[src/hdl/spc_pkg.sv]
// ---------------------------------------------------------------------------
// spc_pkg
// Shared widths, codes and types of the smoothed PID controller.
// ---------------------------------------------------------------------------
package spc_pkg;

  // fixed point format
  localparam int FRAC_BITS = 16;

  // field and state widths
  localparam int DATA_W    = 32;
  localparam int N_W       = 8;
  localparam int RATE_W    = 16;
  localparam int INTEG_W   = 48;
  localparam int CFG_IDX_W = 3;

  localparam logic [RATE_W-1:0] RATE_RESET = 16'd100;

  // shared multiplier: 33 x 17 signed, mean, integral and derivative split in 16 bit chunks
  localparam int CHUNK_W = 16;
  localparam int MUL_A_W = DATA_W + 1;
  localparam int MUL_B_W = CHUNK_W + 1;
  localparam int PROD_W  = MUL_A_W + MUL_B_W;
  localparam int DERIV_W = DATA_W + RATE_W + 1;
  localparam int ACC_W   = 82;

  // smoothing numerator previous_mean*N + error and its magnitude
  localparam int PN_W  = DATA_W + N_W + 1;
  localparam int DVD_W = PN_W - 1;
  localparam int REM_W = RATE_W;

  // divider retires two quotient bits a cycle
  localparam int DIV_RADIX = 2;
  localparam int DIV_STEPS = DVD_W / DIV_RADIX;
  localparam int DIV_CNT_W = $clog2(DIV_STEPS);

  // multiply issue sequence
  localparam int MUL_SEQ_LEN = 9;
  localparam int MUL_CNT_W   = $clog2(MUL_SEQ_LEN);

  localparam logic signed [DATA_W-1:0]  DATA_MAX  = {1'b0, {(DATA_W-1){1'b1}}};
  localparam logic signed [DATA_W-1:0]  DATA_MIN  = {1'b1, {(DATA_W-1){1'b0}}};
  localparam logic signed [INTEG_W-1:0] INTEG_MAX = {1'b0, {(INTEG_W-1){1'b1}}};
  localparam logic signed [INTEG_W-1:0] INTEG_MIN = {1'b1, {(INTEG_W-1){1'b0}}};

  typedef enum logic [CFG_IDX_W-1:0] {
    REG_SMOOTH = 3'd0,
    REG_RATE   = 3'd1,
    REG_KP     = 3'd2,
    REG_KI     = 3'd3,
    REG_KD     = 3'd4
  } spc_reg_t;

  typedef enum logic [3:0] {
    MUL_NONE,
    MUL_PN,
    MUL_DRV,
    MUL_KP0,
    MUL_KP1,
    MUL_KI0,
    MUL_KI1,
    MUL_KI2,
    MUL_KD0,
    MUL_KD1,
    MUL_KD2
  } spc_mul_op_t;

  typedef enum logic [3:0] {
    ST_IDLE,
    ST_DIV1_LD,
    ST_DIV1,
    ST_MEAN,
    ST_DIV2,
    ST_INT,
    ST_MUL,
    ST_DRAIN,
    ST_DONE
  } spc_state_t;

  typedef enum logic {
    DIV_MEAN,
    DIV_INT
  } spc_div_src_t;

  typedef struct packed {
    logic [N_W-1:0]           smooth_n;
    logic [RATE_W-1:0]        rate;
    logic signed [DATA_W-1:0] kp;
    logic signed [DATA_W-1:0] ki;
    logic signed [DATA_W-1:0] kd;
  } spc_cfg_t;

  typedef struct packed {
    spc_mul_op_t  mul_op;
    logic         load_err;
    logic         clr_state;
    logic         div_start;
    spc_div_src_t div_src;
    logic         mean_load;
    logic         int_update;
    logic         acc_clr;
    logic         out_load;
  } spc_cmd_t;

  typedef struct packed {
    logic div_done;
    logic out_free;
  } spc_status_t;

  // multiply issue order: derivative first, then the three gain products
  function automatic spc_mul_op_t mul_op_at(input logic [MUL_CNT_W-1:0] idx);
    spc_mul_op_t op;
    unique case (idx)
      4'd0:    op = MUL_DRV;
      4'd1:    op = MUL_KP0;
      4'd2:    op = MUL_KP1;
      4'd3:    op = MUL_KI0;
      4'd4:    op = MUL_KI1;
      4'd5:    op = MUL_KI2;
      4'd6:    op = MUL_KD0;
      4'd7:    op = MUL_KD1;
      4'd8:    op = MUL_KD2;
      default: op = MUL_NONE;
    endcase
    return op;
  endfunction

endpackage

[src/hdl/spc_in_if.sv]
// ---------------------------------------------------------------------------
// spc_in_if
// Error sample channel: valid/ready with error value and clear flag.
// ---------------------------------------------------------------------------
interface spc_in_if;
  logic                             valid;
  logic                             ready;
  logic signed [spc_pkg::DATA_W-1:0] error_value;
  logic                             clear;

  modport source (output valid, output error_value, output clear, input ready);
  modport sink   (input valid, input error_value, input clear, output ready);
endinterface

[src/hdl/spc_out_if.sv]
// ---------------------------------------------------------------------------
// spc_out_if
// Controller drive channel: valid/ready with saturated drive value.
// ---------------------------------------------------------------------------
interface spc_out_if;
  logic                             valid;
  logic                             ready;
  logic signed [spc_pkg::DATA_W-1:0] drive;

  modport source (output valid, output drive, input ready);
  modport sink   (input valid, input drive, output ready);
endinterface

[src/hdl/spc_cfg_if.sv]
// ---------------------------------------------------------------------------
// spc_cfg_if
// Register write channel: valid/ready with register index and write data.
// ---------------------------------------------------------------------------
interface spc_cfg_if;
  logic                              valid;
  logic                              ready;
  logic [spc_pkg::CFG_IDX_W-1:0]     index;
  logic [spc_pkg::DATA_W-1:0]        data;

  modport source (output valid, output index, output data, input ready);
  modport sink   (input valid, input index, input data, output ready);
endinterface

[src/hdl/spc_divider.sv]
// ---------------------------------------------------------------------------
// spc_divider
// Unsigned restoring divider, two quotient bits a cycle, sign applied after.
// ---------------------------------------------------------------------------
module spc_divider (
  input  logic                              clk,
  input  logic                              rst_n,
  input  logic                              start,
  input  logic [spc_pkg::DVD_W-1:0]         dvd,
  input  logic [spc_pkg::REM_W-1:0]         den,
  input  logic                              neg,
  output logic                              done,
  output logic [spc_pkg::DATA_W-1:0]        quot_mag,
  output logic signed [spc_pkg::DATA_W-1:0] quot
);

  logic                              busy_r, busy_nxt;
  logic [spc_pkg::DIV_CNT_W-1:0]     cnt_r, cnt_nxt;
  logic [spc_pkg::REM_W-1:0]         rem_r, rem_nxt;
  logic [spc_pkg::DVD_W-1:0]         quo_r, quo_nxt;
  logic [spc_pkg::REM_W-1:0]         den_r;
  logic                              neg_r;
  logic [spc_pkg::REM_W:0]           trial;

  // two restoring steps per cycle
  always_comb begin
    rem_nxt = rem_r;
    quo_nxt = quo_r;
    trial   = '0;
    for (int i = 0; i < spc_pkg::DIV_RADIX; i++) begin
      trial   = {rem_nxt, quo_nxt[spc_pkg::DVD_W-1]};
      quo_nxt = {quo_nxt[spc_pkg::DVD_W-2:0], 1'b0};
      if (trial >= {1'b0, den_r}) begin
        trial      = trial - {1'b0, den_r};
        quo_nxt[0] = 1'b1;
      end
      rem_nxt = trial[spc_pkg::REM_W-1:0];
    end
  end

  always_comb begin
    busy_nxt = busy_r;
    cnt_nxt  = cnt_r;
    if (start) begin
      busy_nxt = 1'b1;
      cnt_nxt  = spc_pkg::DIV_CNT_W'(spc_pkg::DIV_STEPS - 1);
    end else if (busy_r) begin
      if (cnt_r == '0) begin
        busy_nxt = 1'b0;
      end else begin
        cnt_nxt = cnt_r - 1'b1;
      end
    end
  end

  always_ff @(posedge clk) begin
    if (!rst_n) begin
      busy_r <= 1'b0;
      cnt_r  <= '0;
    end else begin
      busy_r <= busy_nxt;
      cnt_r  <= cnt_nxt;
    end
  end

  always_ff @(posedge clk) begin
    if (start) begin
      rem_r <= '0;
      quo_r <= dvd;
      den_r <= den;
      neg_r <= neg;
    end else if (busy_r) begin
      rem_r <= rem_nxt;
      quo_r <= quo_nxt;
    end
  end

  // last iteration runs in the cycle done is high
  assign done     = busy_r && (cnt_r == '0);
  assign quot_mag = quo_r[spc_pkg::DATA_W-1:0];
  assign quot     = neg_r ? -$signed(quot_mag) : $signed(quot_mag);

endmodule

[src/hdl/spc_datapath.sv]
// ---------------------------------------------------------------------------
// spc_datapath
// Controller state, shared multiplier, divider, accumulator and result register.
// ---------------------------------------------------------------------------
module spc_datapath (
  input  logic                              clk,
  input  logic                              rst_n,
  input  spc_pkg::spc_cmd_t                 cmd,
  output spc_pkg::spc_status_t              st,
  input  spc_pkg::spc_cfg_t                 cfg,
  input  logic signed [spc_pkg::DATA_W-1:0] in_error,
  input  logic                              out_ready,
  output logic                              out_valid,
  output logic signed [spc_pkg::DATA_W-1:0] out_drive
);

  logic signed [spc_pkg::DATA_W-1:0]  err_r;
  logic signed [spc_pkg::DATA_W-1:0]  pm_r;
  logic signed [spc_pkg::INTEG_W-1:0] integ_r;
  logic signed [spc_pkg::DATA_W-1:0]  mean_r;
  logic signed [spc_pkg::DERIV_W-1:0] deriv_r;
  logic signed [spc_pkg::PROD_W-1:0]  prod_r, prod_nxt;
  spc_pkg::spc_mul_op_t               prod_op_r;
  logic signed [spc_pkg::ACC_W-1:0]   acc_r;
  logic signed [spc_pkg::DATA_W-1:0]  drive_r;
  logic                               out_valid_r, out_valid_nxt;

  logic signed [spc_pkg::MUL_A_W-1:0] mul_a;
  logic signed [spc_pkg::MUL_B_W-1:0] mul_b;
  logic [spc_pkg::RATE_W-1:0]         rate_eff;

  logic signed [spc_pkg::PN_W-1:0]    pn_sum;
  logic [spc_pkg::PN_W-1:0]           pn_mag;
  logic [spc_pkg::DVD_W-1:0]          div_dvd;
  logic [spc_pkg::REM_W-1:0]          div_den;
  logic                               div_neg;
  logic                               div_done;
  logic [spc_pkg::DATA_W-1:0]         quot_mag;
  logic signed [spc_pkg::DATA_W-1:0]  quot;

  logic signed [spc_pkg::INTEG_W:0]   int_sum;
  logic signed [spc_pkg::INTEG_W-1:0] int_sat;

  logic signed [spc_pkg::ACC_W-1:0]   prod_ext;
  logic signed [spc_pkg::ACC_W-1:0]   acc_term;
  logic                               acc_en;
  logic signed [spc_pkg::ACC_W-1:0]   scaled;
  logic                               fits;
  logic signed [spc_pkg::DATA_W-1:0]  drive_sat;

  // zero rate behaves as one
  assign rate_eff = (cfg.rate == '0) ? spc_pkg::RATE_W'(1) : cfg.rate;

  // multiplier operand select
  always_comb begin
    mul_a = '0;
    mul_b = '0;
    unique case (cmd.mul_op)
      spc_pkg::MUL_NONE: begin
        mul_a = '0;
        mul_b = '0;
      end
      spc_pkg::MUL_PN: begin
        mul_a = {pm_r[spc_pkg::DATA_W-1], pm_r};
        mul_b = {{(spc_pkg::MUL_B_W-spc_pkg::N_W){1'b0}}, cfg.smooth_n};
      end
      spc_pkg::MUL_DRV: begin
        mul_a = {mean_r[spc_pkg::DATA_W-1], mean_r} - {pm_r[spc_pkg::DATA_W-1], pm_r};
        mul_b = {1'b0, rate_eff};
      end
      spc_pkg::MUL_KP0: begin
        mul_a = {cfg.kp[spc_pkg::DATA_W-1], cfg.kp};
        mul_b = {1'b0, mean_r[15:0]};
      end
      spc_pkg::MUL_KP1: begin
        mul_a = {cfg.kp[spc_pkg::DATA_W-1], cfg.kp};
        mul_b = {mean_r[31], mean_r[31:16]};
      end
      spc_pkg::MUL_KI0: begin
        mul_a = {cfg.ki[spc_pkg::DATA_W-1], cfg.ki};
        mul_b = {1'b0, integ_r[15:0]};
      end
      spc_pkg::MUL_KI1: begin
        mul_a = {cfg.ki[spc_pkg::DATA_W-1], cfg.ki};
        mul_b = {1'b0, integ_r[31:16]};
      end
      spc_pkg::MUL_KI2: begin
        mul_a = {cfg.ki[spc_pkg::DATA_W-1], cfg.ki};
        mul_b = {integ_r[47], integ_r[47:32]};
      end
      spc_pkg::MUL_KD0: begin
        mul_a = {cfg.kd[spc_pkg::DATA_W-1], cfg.kd};
        mul_b = {1'b0, deriv_r[15:0]};
      end
      spc_pkg::MUL_KD1: begin
        mul_a = {cfg.kd[spc_pkg::DATA_W-1], cfg.kd};
        mul_b = {1'b0, deriv_r[31:16]};
      end
      spc_pkg::MUL_KD2: begin
        mul_a = {cfg.kd[spc_pkg::DATA_W-1], cfg.kd};
        mul_b = deriv_r[48:32];
      end
      default: begin
        mul_a = '0;
        mul_b = '0;
      end
    endcase
  end

  assign prod_nxt = mul_a * mul_b;

  // smoothing numerator, split into sign and magnitude
  assign pn_sum = prod_r[spc_pkg::PN_W-1:0]
                + {{(spc_pkg::PN_W-spc_pkg::DATA_W){err_r[spc_pkg::DATA_W-1]}}, err_r};
  assign pn_mag = pn_sum[spc_pkg::PN_W-1] ? (~pn_sum + 1'b1) : pn_sum;

  always_comb begin
    if (cmd.div_src == spc_pkg::DIV_MEAN) begin
      div_dvd = pn_mag[spc_pkg::DVD_W-1:0];
      div_den = {{(spc_pkg::REM_W-spc_pkg::N_W){1'b0}}, cfg.smooth_n}
              + spc_pkg::REM_W'(1);
      div_neg = pn_sum[spc_pkg::PN_W-1];
    end else begin
      // mean / rate reuses the mean's magnitude and sign
      div_dvd = {{(spc_pkg::DVD_W-spc_pkg::DATA_W){1'b0}}, quot_mag};
      div_den = rate_eff;
      div_neg = quot[spc_pkg::DATA_W-1];
    end
  end

  spc_divider u_div (
    .clk      (clk),
    .rst_n    (rst_n),
    .start    (cmd.div_start),
    .dvd      (div_dvd),
    .den      (div_den),
    .neg      (div_neg),
    .done     (div_done),
    .quot_mag (quot_mag),
    .quot     (quot)
  );

  // integral update with saturation to 48 bits
  assign int_sum = {integ_r[spc_pkg::INTEG_W-1], integ_r}
                 + {{(spc_pkg::INTEG_W+1-spc_pkg::DATA_W){quot[spc_pkg::DATA_W-1]}}, quot};

  always_comb begin
    if (int_sum[spc_pkg::INTEG_W] != int_sum[spc_pkg::INTEG_W-1]) begin
      int_sat = int_sum[spc_pkg::INTEG_W] ? spc_pkg::INTEG_MIN : spc_pkg::INTEG_MAX;
    end else begin
      int_sat = int_sum[spc_pkg::INTEG_W-1:0];
    end
  end

  // chunk products are weighted by their position in the operand
  always_comb begin
    prod_ext = {{(spc_pkg::ACC_W-spc_pkg::PROD_W){prod_r[spc_pkg::PROD_W-1]}}, prod_r};
    acc_term = '0;
    acc_en   = 1'b1;
    case (prod_op_r) inside
      spc_pkg::MUL_KP0, spc_pkg::MUL_KI0, spc_pkg::MUL_KD0: acc_term = prod_ext;
      spc_pkg::MUL_KP1, spc_pkg::MUL_KI1, spc_pkg::MUL_KD1:
        acc_term = prod_ext << spc_pkg::CHUNK_W;
      spc_pkg::MUL_KI2, spc_pkg::MUL_KD2: acc_term = prod_ext << (2 * spc_pkg::CHUNK_W);
      default: acc_en = 1'b0;
    endcase
  end

  // scale back (floor) and saturate to 32 bits
  assign scaled = acc_r >>> spc_pkg::FRAC_BITS;
  assign fits   = (&scaled[spc_pkg::ACC_W-1:spc_pkg::DATA_W-1])
               || !(|scaled[spc_pkg::ACC_W-1:spc_pkg::DATA_W-1]);

  always_comb begin
    if (fits) begin
      drive_sat = scaled[spc_pkg::DATA_W-1:0];
    end else begin
      drive_sat = scaled[spc_pkg::ACC_W-1] ? spc_pkg::DATA_MIN : spc_pkg::DATA_MAX;
    end
  end

  always_comb begin
    out_valid_nxt = out_valid_r;
    if (cmd.out_load) begin
      out_valid_nxt = 1'b1;
    end else if (out_ready) begin
      out_valid_nxt = 1'b0;
    end
  end

  // control and loop state
  always_ff @(posedge clk) begin
    if (!rst_n) begin
      pm_r        <= '0;
      integ_r     <= '0;
      prod_op_r   <= spc_pkg::MUL_NONE;
      out_valid_r <= 1'b0;
    end else begin
      prod_op_r   <= cmd.mul_op;
      out_valid_r <= out_valid_nxt;
      if (cmd.clr_state) begin
        pm_r    <= '0;
        integ_r <= '0;
      end else begin
        if (cmd.int_update) begin
          integ_r <= int_sat;
        end
        if (cmd.out_load) begin
          pm_r <= mean_r;
        end
      end
    end
  end

  // payload
  always_ff @(posedge clk) begin
    if (cmd.load_err) begin
      err_r <= in_error;
    end
    if (cmd.mul_op != spc_pkg::MUL_NONE) begin
      prod_r <= prod_nxt;
    end
    if (cmd.mean_load) begin
      mean_r <= quot;
    end
    if (prod_op_r == spc_pkg::MUL_DRV) begin
      deriv_r <= prod_r[spc_pkg::DERIV_W-1:0];
    end
    if (cmd.acc_clr) begin
      acc_r <= '0;
    end else if (acc_en) begin
      acc_r <= acc_r + acc_term;
    end
    if (cmd.out_load) begin
      drive_r <= drive_sat;
    end
  end

  assign st.div_done = div_done;
  assign st.out_free = !out_valid_r || out_ready;
  assign out_valid   = out_valid_r;
  assign out_drive   = drive_r;

endmodule

[src/hdl/spc_ctrl.sv]
// ---------------------------------------------------------------------------
// spc_ctrl
// Sequencer: accept, two divisions, integral update, multiply issue, result.
// ---------------------------------------------------------------------------
module spc_ctrl (
  input  logic                 clk,
  input  logic                 rst_n,
  input  logic                 in_valid,
  input  logic                 in_clear,
  output logic                 in_ready,
  output spc_pkg::spc_cmd_t    cmd,
  input  spc_pkg::spc_status_t st
);

  spc_pkg::spc_state_t           state_r, state_nxt;
  logic [spc_pkg::MUL_CNT_W-1:0] cnt_r, cnt_nxt;

  // next state
  always_comb begin
    state_nxt = state_r;
    unique case (state_r)
      spc_pkg::ST_IDLE: begin
        if (in_valid && !in_clear) begin
          state_nxt = spc_pkg::ST_DIV1_LD;
        end
      end
      spc_pkg::ST_DIV1_LD: state_nxt = spc_pkg::ST_DIV1;
      spc_pkg::ST_DIV1: begin
        if (st.div_done) begin
          state_nxt = spc_pkg::ST_MEAN;
        end
      end
      spc_pkg::ST_MEAN: state_nxt = spc_pkg::ST_DIV2;
      spc_pkg::ST_DIV2: begin
        if (st.div_done) begin
          state_nxt = spc_pkg::ST_INT;
        end
      end
      spc_pkg::ST_INT: state_nxt = spc_pkg::ST_MUL;
      spc_pkg::ST_MUL: begin
        if (cnt_r == spc_pkg::MUL_CNT_W'(spc_pkg::MUL_SEQ_LEN - 1)) begin
          state_nxt = spc_pkg::ST_DRAIN;
        end
      end
      spc_pkg::ST_DRAIN: state_nxt = spc_pkg::ST_DONE;
      spc_pkg::ST_DONE: begin
        if (st.out_free) begin
          state_nxt = spc_pkg::ST_IDLE;
        end
      end
      default: state_nxt = spc_pkg::ST_IDLE;
    endcase
  end

  assign cnt_nxt = (state_r == spc_pkg::ST_MUL) ? cnt_r + 1'b1 : '0;

  // outputs
  always_comb begin
    in_ready       = 1'b0;
    cmd            = '0;
    cmd.mul_op     = spc_pkg::MUL_NONE;
    cmd.div_src    = spc_pkg::DIV_MEAN;
    unique case (state_r) inside
      spc_pkg::ST_IDLE: begin
        in_ready = 1'b1;
        if (in_valid) begin
          if (in_clear) begin
            cmd.clr_state = 1'b1;
          end else begin
            cmd.load_err = 1'b1;
            cmd.mul_op   = spc_pkg::MUL_PN;
          end
        end
      end
      spc_pkg::ST_DIV1_LD: begin
        cmd.div_start = 1'b1;
        cmd.div_src   = spc_pkg::DIV_MEAN;
      end
      spc_pkg::ST_MEAN: begin
        cmd.mean_load = 1'b1;
        cmd.div_start = 1'b1;
        cmd.div_src   = spc_pkg::DIV_INT;
      end
      spc_pkg::ST_INT: begin
        cmd.int_update = 1'b1;
        cmd.acc_clr    = 1'b1;
      end
      spc_pkg::ST_MUL: cmd.mul_op = spc_pkg::mul_op_at(cnt_r);
      spc_pkg::ST_DONE: cmd.out_load = st.out_free;
      spc_pkg::ST_DIV1, spc_pkg::ST_DIV2, spc_pkg::ST_DRAIN: begin
        cmd.mul_op = spc_pkg::MUL_NONE;
      end
      default: cmd.mul_op = spc_pkg::MUL_NONE;
    endcase
  end

  always_ff @(posedge clk) begin
    if (!rst_n) begin
      state_r <= spc_pkg::ST_IDLE;
      cnt_r   <= '0;
    end else begin
      state_r <= state_nxt;
      cnt_r   <= cnt_nxt;
    end
  end

endmodule

[src/hdl/smoothed_pid_controller.sv]
// ---------------------------------------------------------------------------
// smoothed_pid_controller
// PID controller with running-mean error smoothing, signed Q16.16 datapath.
// ---------------------------------------------------------------------------
//
//  channel   direction  handshake      payload
//  in_ch     sink       valid/ready    error_value (s32), clear
//  out_ch    source     valid/ready    drive (s32, saturated)
//  cfg_ch    sink       valid/ready    index (3 bit), data (32 bit)
//
//  a non-clear transaction runs from acceptance to drive valid through the
//  shared 2-bit-per-cycle divider (once for the mean, once for the integral
//  step) and the nine-issue 33x17 multiply sequence; the next transaction
//  can be taken in the cycle after the drive is loaded
//  a clear transaction is absorbed in its acceptance cycle and yields nothing
//  in_ch is ready whenever the sequencer is idle; a finished drive waits in
//  the output register and only the next write into it waits for out_ch
//  synchronous active-low reset: gains zero, smoothing count zero, rate 100,
//  mean and integral cleared; cfg_ch is always ready
//
module smoothed_pid_controller (
  input  logic        clk,
  input  logic        rst_n,
  spc_in_if.sink      in_ch,
  spc_out_if.source   out_ch,
  spc_cfg_if.sink     cfg_ch
);

  spc_pkg::spc_cfg_t    cfg_r, cfg_nxt;
  spc_pkg::spc_cmd_t    cmd;
  spc_pkg::spc_status_t st;

  // register writes, unknown indexes ignored
  always_comb begin
    cfg_nxt = cfg_r;
    if (cfg_ch.valid) begin
      unique case (cfg_ch.index)
        spc_pkg::REG_SMOOTH: cfg_nxt.smooth_n = cfg_ch.data[spc_pkg::N_W-1:0];
        spc_pkg::REG_RATE:   cfg_nxt.rate     = cfg_ch.data[spc_pkg::RATE_W-1:0];
        spc_pkg::REG_KP:     cfg_nxt.kp       = cfg_ch.data;
        spc_pkg::REG_KI:     cfg_nxt.ki       = cfg_ch.data;
        spc_pkg::REG_KD:     cfg_nxt.kd       = cfg_ch.data;
        default:             cfg_nxt          = cfg_r;
      endcase
    end
  end

  always_ff @(posedge clk) begin
    if (!rst_n) begin
      cfg_r.smooth_n <= '0;
      cfg_r.rate     <= spc_pkg::RATE_RESET;
      cfg_r.kp       <= '0;
      cfg_r.ki       <= '0;
      cfg_r.kd       <= '0;
    end else begin
      cfg_r <= cfg_nxt;
    end
  end

  assign cfg_ch.ready = 1'b1;

  // sequencer
  spc_ctrl u_ctrl (
    .clk      (clk),
    .rst_n    (rst_n),
    .in_valid (in_ch.valid),
    .in_clear (in_ch.clear),
    .in_ready (in_ch.ready),
    .cmd      (cmd),
    .st       (st)
  );

  // arithmetic, loop state and output register
  spc_datapath u_dp (
    .clk       (clk),
    .rst_n     (rst_n),
    .cmd       (cmd),
    .st        (st),
    .cfg       (cfg_r),
    .in_error  (in_ch.error_value),
    .out_ready (out_ch.ready),
    .out_valid (out_ch.valid),
    .out_drive (out_ch.drive)
  );

  // never overwrite a drive that has not been taken
  a_out_no_overwrite: assert property (@(posedge clk) disable iff (!rst_n)
    cmd.out_load |-> st.out_free)
    else $error("drive register overwritten while still held");

  // a division is never restarted into its final step
  a_div_restart: assert property (@(posedge clk) disable iff (!rst_n)
    cmd.div_start |=> !st.div_done)
    else $error("divider finished right after start");

  // a clear transaction produces no drive
  a_clear_silent: assert property (@(posedge clk) disable iff (!rst_n)
    (in_ch.valid && in_ch.ready && in_ch.clear) |=> !cmd.out_load)
    else $error("clear transaction produced a drive");

endmodule
[src/flat_wrapper.sv]
// flat-port wrapper written by rule: the top's interface ports become plain ports
module smoothed_pid_controller_flat 
  (clk, rst_n, in_ch_valid, in_ch_error_value, in_ch_clear, in_ch_ready, out_ch_valid, out_ch_drive, out_ch_ready, cfg_ch_valid, cfg_ch_index, cfg_ch_data, cfg_ch_ready);
  spc_in_if in_ch_i ();
  spc_out_if out_ch_i ();
  spc_cfg_if cfg_ch_i ();
  input  logic clk;
  input  logic rst_n;
  input wire logic [$bits(in_ch_i.valid)-1:0] in_ch_valid;
  input wire logic [$bits(in_ch_i.error_value)-1:0] in_ch_error_value;
  input wire logic [$bits(in_ch_i.clear)-1:0] in_ch_clear;
  output wire logic [$bits(in_ch_i.ready)-1:0] in_ch_ready;
  output wire logic [$bits(out_ch_i.valid)-1:0] out_ch_valid;
  output wire logic [$bits(out_ch_i.drive)-1:0] out_ch_drive;
  input wire logic [$bits(out_ch_i.ready)-1:0] out_ch_ready;
  input wire logic [$bits(cfg_ch_i.valid)-1:0] cfg_ch_valid;
  input wire logic [$bits(cfg_ch_i.index)-1:0] cfg_ch_index;
  input wire logic [$bits(cfg_ch_i.data)-1:0] cfg_ch_data;
  output wire logic [$bits(cfg_ch_i.ready)-1:0] cfg_ch_ready;
  assign in_ch_i.valid = in_ch_valid;
  assign in_ch_i.error_value = in_ch_error_value;
  assign in_ch_i.clear = in_ch_clear;
  assign in_ch_ready = in_ch_i.ready;
  assign out_ch_valid = out_ch_i.valid;
  assign out_ch_drive = out_ch_i.drive;
  assign out_ch_i.ready = out_ch_ready;
  assign cfg_ch_i.valid = cfg_ch_valid;
  assign cfg_ch_i.index = cfg_ch_index;
  assign cfg_ch_i.data = cfg_ch_data;
  assign cfg_ch_ready = cfg_ch_i.ready;
  smoothed_pid_controller u_core (.clk(clk), .rst_n(rst_n), .in_ch(in_ch_i), .out_ch(out_ch_i), .cfg_ch(cfg_ch_i));
endmodule
[config.mk]
export PLATFORM = sky130hd
export DESIGN_NAME = smoothed_pid_controller_flat
export DESIGN_NICKNAME = d
export VERILOG_FILES = /design/src/hdl/spc_pkg.sv /design/src/hdl/spc_in_if.sv /design/src/hdl/spc_out_if.sv /design/src/hdl/spc_cfg_if.sv /design/src/hdl/spc_divider.sv /design/src/hdl/spc_datapath.sv /design/src/hdl/spc_ctrl.sv /design/src/hdl/smoothed_pid_controller.sv /design/src/flat_wrapper.sv
export SDC_FILE = /design/constraint.sdc
export NUM_CORES = 2
export LEC_CHECK = 0
export BUFFER_PORTS_ARGS = -buffer_cell sky130_fd_sc_hd__buf_4
export CORE_MARGIN = 2
export CORE_UTILIZATION = 24
export CTS_BUF_LIST = sky130_fd_sc_hd__clkbuf_8
export CTS_CLUSTER_DIAMETER = 100
export DETAILED_ROUTE_END_ITERATION = 8
export GPL_TIMING_DRIVEN = 0
export PLACE_DENSITY = 0.36
export SYNTH_ARGS = -nofsm -noshare
export SYNTH_HDL_FRONTEND = slang
export SYNTH_SLANG_ARGS = --single-unit
[constraint.sdc]
create_clock -name clk -period 23.1 [get_ports clk]
set_input_delay 1.155 -clock clk [delete_from_list [all_inputs] [get_ports clk]]
set_output_delay 1.155 -clock clk [all_outputs]
set_load 0.005 [all_outputs]
=== Word level (Yosys, flattened, before mapping) ===
Memories as Yosys holds them, arrays and structs flattened. A register that Yosys moved wholly into a read port is not among the register bits.
Index checks and enable logic that the tools add are counted.
W data, S select, Z words.

* Register bits: 569
* Memory bits (read-only): 64
* Bits of input ports: 73
* Output and inout port bits: 35
* Logic and storage cells: 166
* Memories: 1

* $add $sub $neg: 11
* Multiply operators: 1
* $lt $le $gt $ge: 2
* Eq/ne operators: 40
* Muxes and demuxes: 49
* Bitwise logic cells: 3
* Reduce and logical (&&, ||, !) cells: 34

{| class="wikitable"
|+ Memory list
! name !! depth !! bits a word !! read ports !! clocked after memory_dff !! wr ports !! line !! source
|-
| (name not given) || 16 || 4 || 1 || 1 || 0 || spc_pkg.sv:113 || <nowiki>unique case (idx)</nowiki>
|}

{| class="wikitable"
|+ Operators with widths
! operator !! count
|-
| $mux W82 || 3
|-
| $pmux W17 S10 || 1
|-
| $pmux W33 S5 || 1
|-
| $mux W40 || 4
|-
| $mux W32 || 3
|-
| $mux W48 || 2
|-
| $add A82 B82 Y82 || 1
|-
| $mux W16 || 4
|-
| $mul A33 B17 Y50 || 1
|-
| $add A48 B32 Y49 || 1
|-
| $eq A4 B3 Y1 const B || 12
|-
| $add A41 B41 Y41 || 1
|-
| $add A40 B1 Y40 const B || 1
|-
| $not A40 Y40 || 1
|-
| $pmux W4 S9 || 1
|-
| $reduce_and A35 Y1 || 1
|-
| $reduce_or A35 Y1 || 1
|-
| $ge A17 B16 Y1 || 2
|-
| $sub A32 B32 Y33 || 1
|-
| $eq A4 B4 Y1 const B || 8
|-
| $neg A32 Y32 || 1
|-
| $sub A16 B16 Y16 || 2
|-
| $eq A4 B2 Y1 const B || 6
|-
| $mux W4 || 6
|-
| other kinds (30) || 75
|}

=== Longest topological paths before layout ===
* Depth after elaboration: 7
* Gate-level depth with buffers: 40
* Depth with buffers taken out: 38

=== By module ===
A second synthesis with hierarchy kept.

* Cells, all modules: 6803
* Area, all modules: 58720.1 µm²

{| class="wikitable"
|+ Modules (own cells, without submodules)
! module !! instances !! cells an instance !! area each (µm²) !! sequential area each (µm²)
|-
| spc_datapath || 1 || 5675 || 47636.9 || 9198.8
|-
| spc_divider || 1 || 624 || 6020.8 || 2152.1
|-
| smoothed_pid_controller || 1 || 433 || 4420.5 || 2402.3
|-
| spc_ctrl || 1 || 71 || 641.9 || 240.2
|}

=== Worst setup path after synthesis ===
OpenSTA, ideal clock, no wires.

* Path type: input -> register
* Start point: input port in_ch_clear
* End point: register u_core.u_dp.prod_r[49] in the netlist's numbering, data pin
* Data arrival time: 10.877 ns
* Setup slack: 11.963 ns
* Stages: 32
* Cells stage by stage: nand2b_1 > nor2_1 > or2_2 > clkbuf_1 > nor2_1 > clkbuf_1 > buf_1 > clkbuf_1 > a221oi_1 > nor2_1 > fa_1 > inv_1 > fa_1 > fa_1 > fa_1 > inv_1 > fa_1 > inv_1 > fa_1 > inv_1 > ha_1 > nand3_1 > nor2_1 > a2111oi_2 > o311ai_0 > a41oi_1 > o31ai_1 > o41ai_1 > nand3_1 > a31o_2 > a21oi_1 > xnor2_1

* Cells in the longest elaborated chain, start to end: 7

{| class="wikitable"
|+ Ends and longest elaborated chain
! what !! line !! source
|-
| from (decl) || flat_wrapper.sv:11 || <nowiki>input wire logic [$bits(in_ch_i.clear)-1:0] in_ch_clear;</nowiki>
|-
| $mux W2 * || spc_ctrl.sv:67 || <nowiki>if (in_clear) begin</nowiki>
|-
| $mux W6 * || spc_ctrl.sv:66 || <nowiki>if (in_valid) begin</nowiki>
|-
| $pmux W4 S2 * || spc_ctrl.sv:63 || <nowiki>unique case (state_r) inside</nowiki>
|-
| $eq A4 B4 Y1 (tied with other cells) || spc_datapath.sv:58 || <nowiki>unique case (cmd.mul_op)</nowiki>
|-
| $reduce_or A3 Y1 (no line) or $reduce_or A2 Y1 (tied branches) || n/a ||
|-
| $pmux W33 S5 || spc_datapath.sv:58 ||
|-
| $mul A33 B17 Y50 * || spc_datapath.sv:110 || <nowiki>assign prod_nxt = mul_a * mul_b;</nowiki>
|-
| named net u_core.u_dp.prod_nxt (one bit) || spc_datapath.sv:22 || <nowiki>logic signed [spc_pkg::PROD_W-1:0] prod_r, prod_nxt;</nowiki>
|-
| to (signal assigned) || spc_datapath.sv:221 || <nowiki>prod_r <= prod_nxt;</nowiki>
|-
| to (decl) || spc_datapath.sv:22 ||
|}

The timed path passes the listed nets; every way through them passes the cells marked *.
A chain may end at the register's enable or synchronous reset.

=== Final worst setup path ===
* Start point: register u_core.u_ctrl.state_r[2]
* End point: register u_core.u_dp.prod_r[45] in the netlist's numbering, data pin

* Cells in the longest elaborated chain, start to end: 6

{| class="wikitable"
|+ Ends and longest elaborated chain
! what !! line !! source
|-
| from (decl) || spc_ctrl.sv:15 || <nowiki>spc_pkg::spc_state_t state_r, state_nxt;</nowiki>
|-
| from (signal assigned) || spc_ctrl.sv:99 || <nowiki>state_r <= spc_pkg::ST_IDLE;</nowiki>
|-
| from (signal assigned) || spc_ctrl.sv:102 || <nowiki>state_r <= state_nxt;</nowiki>
|-
| $eq A4 B3 Y1 or $logic_not A4 Y1 (tied branches) || n/a ||
|-
| $pmux W4 S2 * || spc_ctrl.sv:63 ||
|-
| $eq A4 B4 Y1 (tied with other cells) || spc_datapath.sv:58 ||
|-
| $reduce_or A3 Y1 (no line) or $reduce_or A2 Y1 (tied branches) || n/a ||
|-
| $pmux W33 S5 || spc_datapath.sv:58 ||
|-
| $mul A33 B17 Y50 * || spc_datapath.sv:110 ||
|-
| named net u_core.u_dp.prod_nxt (one bit) || spc_datapath.sv:22 ||
|}

Marked as above.

==> flow_summary.yaml <==
timing:
  slew_headroom_pct: 1.25
  worst_pin_slew_ns: 1.47
  period_minus_slack_ns: 13.06
  final_hold_viol_count: 0
  post-route-period-util_pct: 56.5
  fin_tns_setup_ns: 0
  clock_skew_ns: 0.0747
  setup_violations: 0
  drv_slew: 0
  rsz0062_at_grt: "no"
  fmax_ghz: 0.0766
floorplanning:
  rows: 179
  start_util_pct: 24.1
  dieArea_um2: 242000
  pin_count: 108
  die_x_um: 492
  core_area_um2: 237000
  die_y_um: 492
synthesis:
  synthesis.nets: 7689
  ys_ff_latch: 573
  yosys_most_used_dff: "dfxtp_1"
  netlist_area_um2: 57100
  yosys.area.top_type_share_pct: 19.0
  netlist_instances: 6716
  synth_seq_area_share_pct: 24.5
  synth_edf_count: 252
  async_reset_ff_share_pct: 0
  syn_area_per_cell_um2: 8.51
  synth_top_area_cell: "fa_1"
  ys_types: 93
  yosysWarningCount: 0
  synthTopCellsByArea: "fa_1, edfxtp_1, dfxtp_1, ha_1, nand2_1"
critical_path:
  crit_fanout: 10
  worstPathArrival_ns: 13.69
  slowest_delay_ns: 1.19
  cpLargestDelayFamily: "adder cells"
  cp.required_ns: 23.73
  crit_path_top_delay_cell: "nor3_1"
  criticalPathCategory: "register to register"
  cp-startpoint: "u_core.u_ctrl.state_r[2]$_SDFFE_PN0P_"
  timing.rr.start: "u_core.u_ctrl.state_r[2]$_SDFFE_PN0P_"
  r2r_cells: 33
  cp-start-kind: "register"
  crit_buf_inv: 9
  cp.depth: 33
  crit_path_end_kind: "register"
  cp_common_cell: "fa_1"
global_routing:
  grt_usage_pct: 20.1
  grt-ovfl-total: 0
  grt_max_degree: 33
  antenna_found_initial: 20
  grt_pass1_wl_um: 358000
  first_global_vias: 50223
finish:
  fin_nets: 7956
  final_cell_area_um2: 65300
  areaGrowthSynthToFinish_pct: 14.2
  final_cells: 10258
  drive_above_1_share_pct: 6.38
status:
  violations: "capacitance limit"
  status: "finished with violations"
power_and_ir_drop:
  leakage_nw: 27.8
  power_density_nw_per_um2: 56.7
  p_total_mw: 3.70
  ir_worst_vdd_mv: 0.0413
routing:
  drc: 0
  num_vias: 50055
  dr.pass1.iters: 9
  drt_iter0_markers: 3986
  drt_wl_total_um: 246000
  vias_per_cell: 4.88
  post_drt_wl_per_cell_um: 24.0
  route.antenna.remaining_nets: 0
hold_path:
  hp-class: "input port to register"
  whs_path_depth: 1
  min-delay-start: "in_ch_error_value[28]"
placement:
  place.gp.congestion: 0.897
  io_buffers: 106
  dpl.hpwl_um: 201000
  placed_cell_area_um2: 62700
  placedCellCount: 10031
clock_tree:
  post-cts-setup-buffer-count: 0
  tritoncts: "yes"
  cts_max_level: 3
  clock_latency_ns: 0.90
  clockBufferDepth: 3
  cts_buffers: 116
  ctsResizeCount: 0
  root_buffer: "clkbuf_8"
  cts_sinks: 573
  ctsHoldBuffers: 0
  path_clk_slew_ns: 0.07
run:
  maxCapViolCount: 1
[registers in the layout, indices dropped and copies added (netlist names), 40 cells and up, named ones only]
name	cells
u_core.cfg_r	120
u_core.u_dp.acc_r	82
u_core.u_dp.prod_r	50
u_core.u_dp.deriv_r	49
u_core.u_dp.integ_r	48
u_core.u_dp.u_div.quo_r	40
[per-layer routing]
layer,global-route usage [%],routed length [µm],up-vias
met5,0,34,-
met4,5.33,6370,6
met3,2.98,13400,259
met2,31.9,111000,1293
met1,28.2,115000,24974
li1,-,-,23523
[worst paths after layout]
| check | endpoint | slack, ns |
|---|---|---|
| setup / recovery | u_core.u_dp.prod_r[45]$_DFFE_PP_ | 10.04 |
| hold / removal | u_core.u_dp.err_r[28]$_DFFE_PP_ | 0.43 |
| setup reg to reg | u_core.u_dp.prod_r[45]$_DFFE_PP_ | 10.04 |
| hold reg to reg | u_core.u_dp.acc_r[12]$_SDFFE_PP0P_ | 0.46 |
[cells by family after synthesis]
family          synth area share, %
mux                           0.528
simple gates                   16.9
other cells                 0.00656
buf+inv                        6.91
compound gates                 18.8
flops                          24.5
fa+ha+maj                      27.5
xor+xnor                       4.89
[final cells by class]
class,count,area [µm²]
tap,3167,3960
clock buffer,128,1760
fill,25880,172000
clock inverter,90,820
inverter,706,2650
buffer,343,1300
timing repair buffer,149,1300
sequential,573,14000
antenna,8,20.0
multi-input combinational,5094,39500
[cells in the final DEF (no fill, tap or decap), types with 26 or more instances in the layout]
master    Yosys  layout
maj3_1       38      38
and2_1       37      37
fa_1        542     542
nor2b_1      41      41
nand2_1     988     988
buf_4         1     118
ha_1        358     358
a22oi_1      37      37
a31oi_1      68      68
buf_1        27      26
nor2_1      648     646
nand4_1      58      58
clkbuf_1    308     307
xor2_1      115     114
a21o_1      204     204
a22o_1       50      50
and3_1       55      55
o21ai_0     235     235
xnor2_1     204     204
o31ai_1      33      32
a21boi_0    133     133
inv_1       706     735
or2_2        31      31
a21oi_1     417     415
nand3_1     120     120
o21bai_1     39      39
a221o_1      35      35
dfxtp_1     321     321
clkbuf_8      0     128
a222oi_1     39      39
a211oi_1     70      66
nor3_1       74      73
edfxtp_1    252     252
nand2b_1     58      58
o21a_1       31      31
[stage by stage]
step / hold slack [ns] / setup WS [ns] / util (%)
finish: 0.428 / 10.04 / 27.5
global route: 0.339 / 9.42 / 27.5
CTS: 0.269 / 10.04 / 27.5
detailed placement: 0.451 / 9.63 / 26.4
global placement: 0.445 / 6.06 / 26.1
floorplan: 0.436 / 11.96 / -
[where the power goes]
group          total [mW]  internal [mW]  switching, mW
clock                1.21          0.663          0.548
combinational        1.21          0.430          0.779
sequential           1.28           1.17          0.116
total                3.70           2.26           1.44
[synth_stat cells, types with 27 or more instances]
| library cell | n |
|---|---|
| a31oi_1 | 68 |
| a22o_1 | 50 |
| buf_1 | 27 |
| maj3_1 | 38 |
| a21boi_0 | 133 |
| o21ai_0 | 235 |
| o31ai_1 | 33 |
| a21o_1 | 204 |
| xnor2_1 | 204 |
| edfxtp_1 | 252 |
| a221o_1 | 35 |
| nand4_1 | 58 |
| a21oi_1 | 417 |
| ha_1 | 358 |
| a222oi_1 | 39 |
| nor2_1 | 648 |
| nor3_1 | 74 |
| clkbuf_1 | 308 |
| fa_1 | 542 |
| xor2_1 | 115 |
| nand3_1 | 120 |
| a211oi_1 | 70 |
| or2_2 | 31 |
| a22oi_1 | 37 |
| and3_1 | 55 |
| o21bai_1 | 39 |
| nand2_1 | 988 |
| nor2b_1 | 41 |
| nand2b_1 | 58 |
| inv_1 | 706 |
| a221oi_1 | 32 |
| and2_1 | 37 |
| dfxtp_1 | 321 |
| o21a_1 | 31 |
No activity file was read; power rests on OpenSTA's default activity.
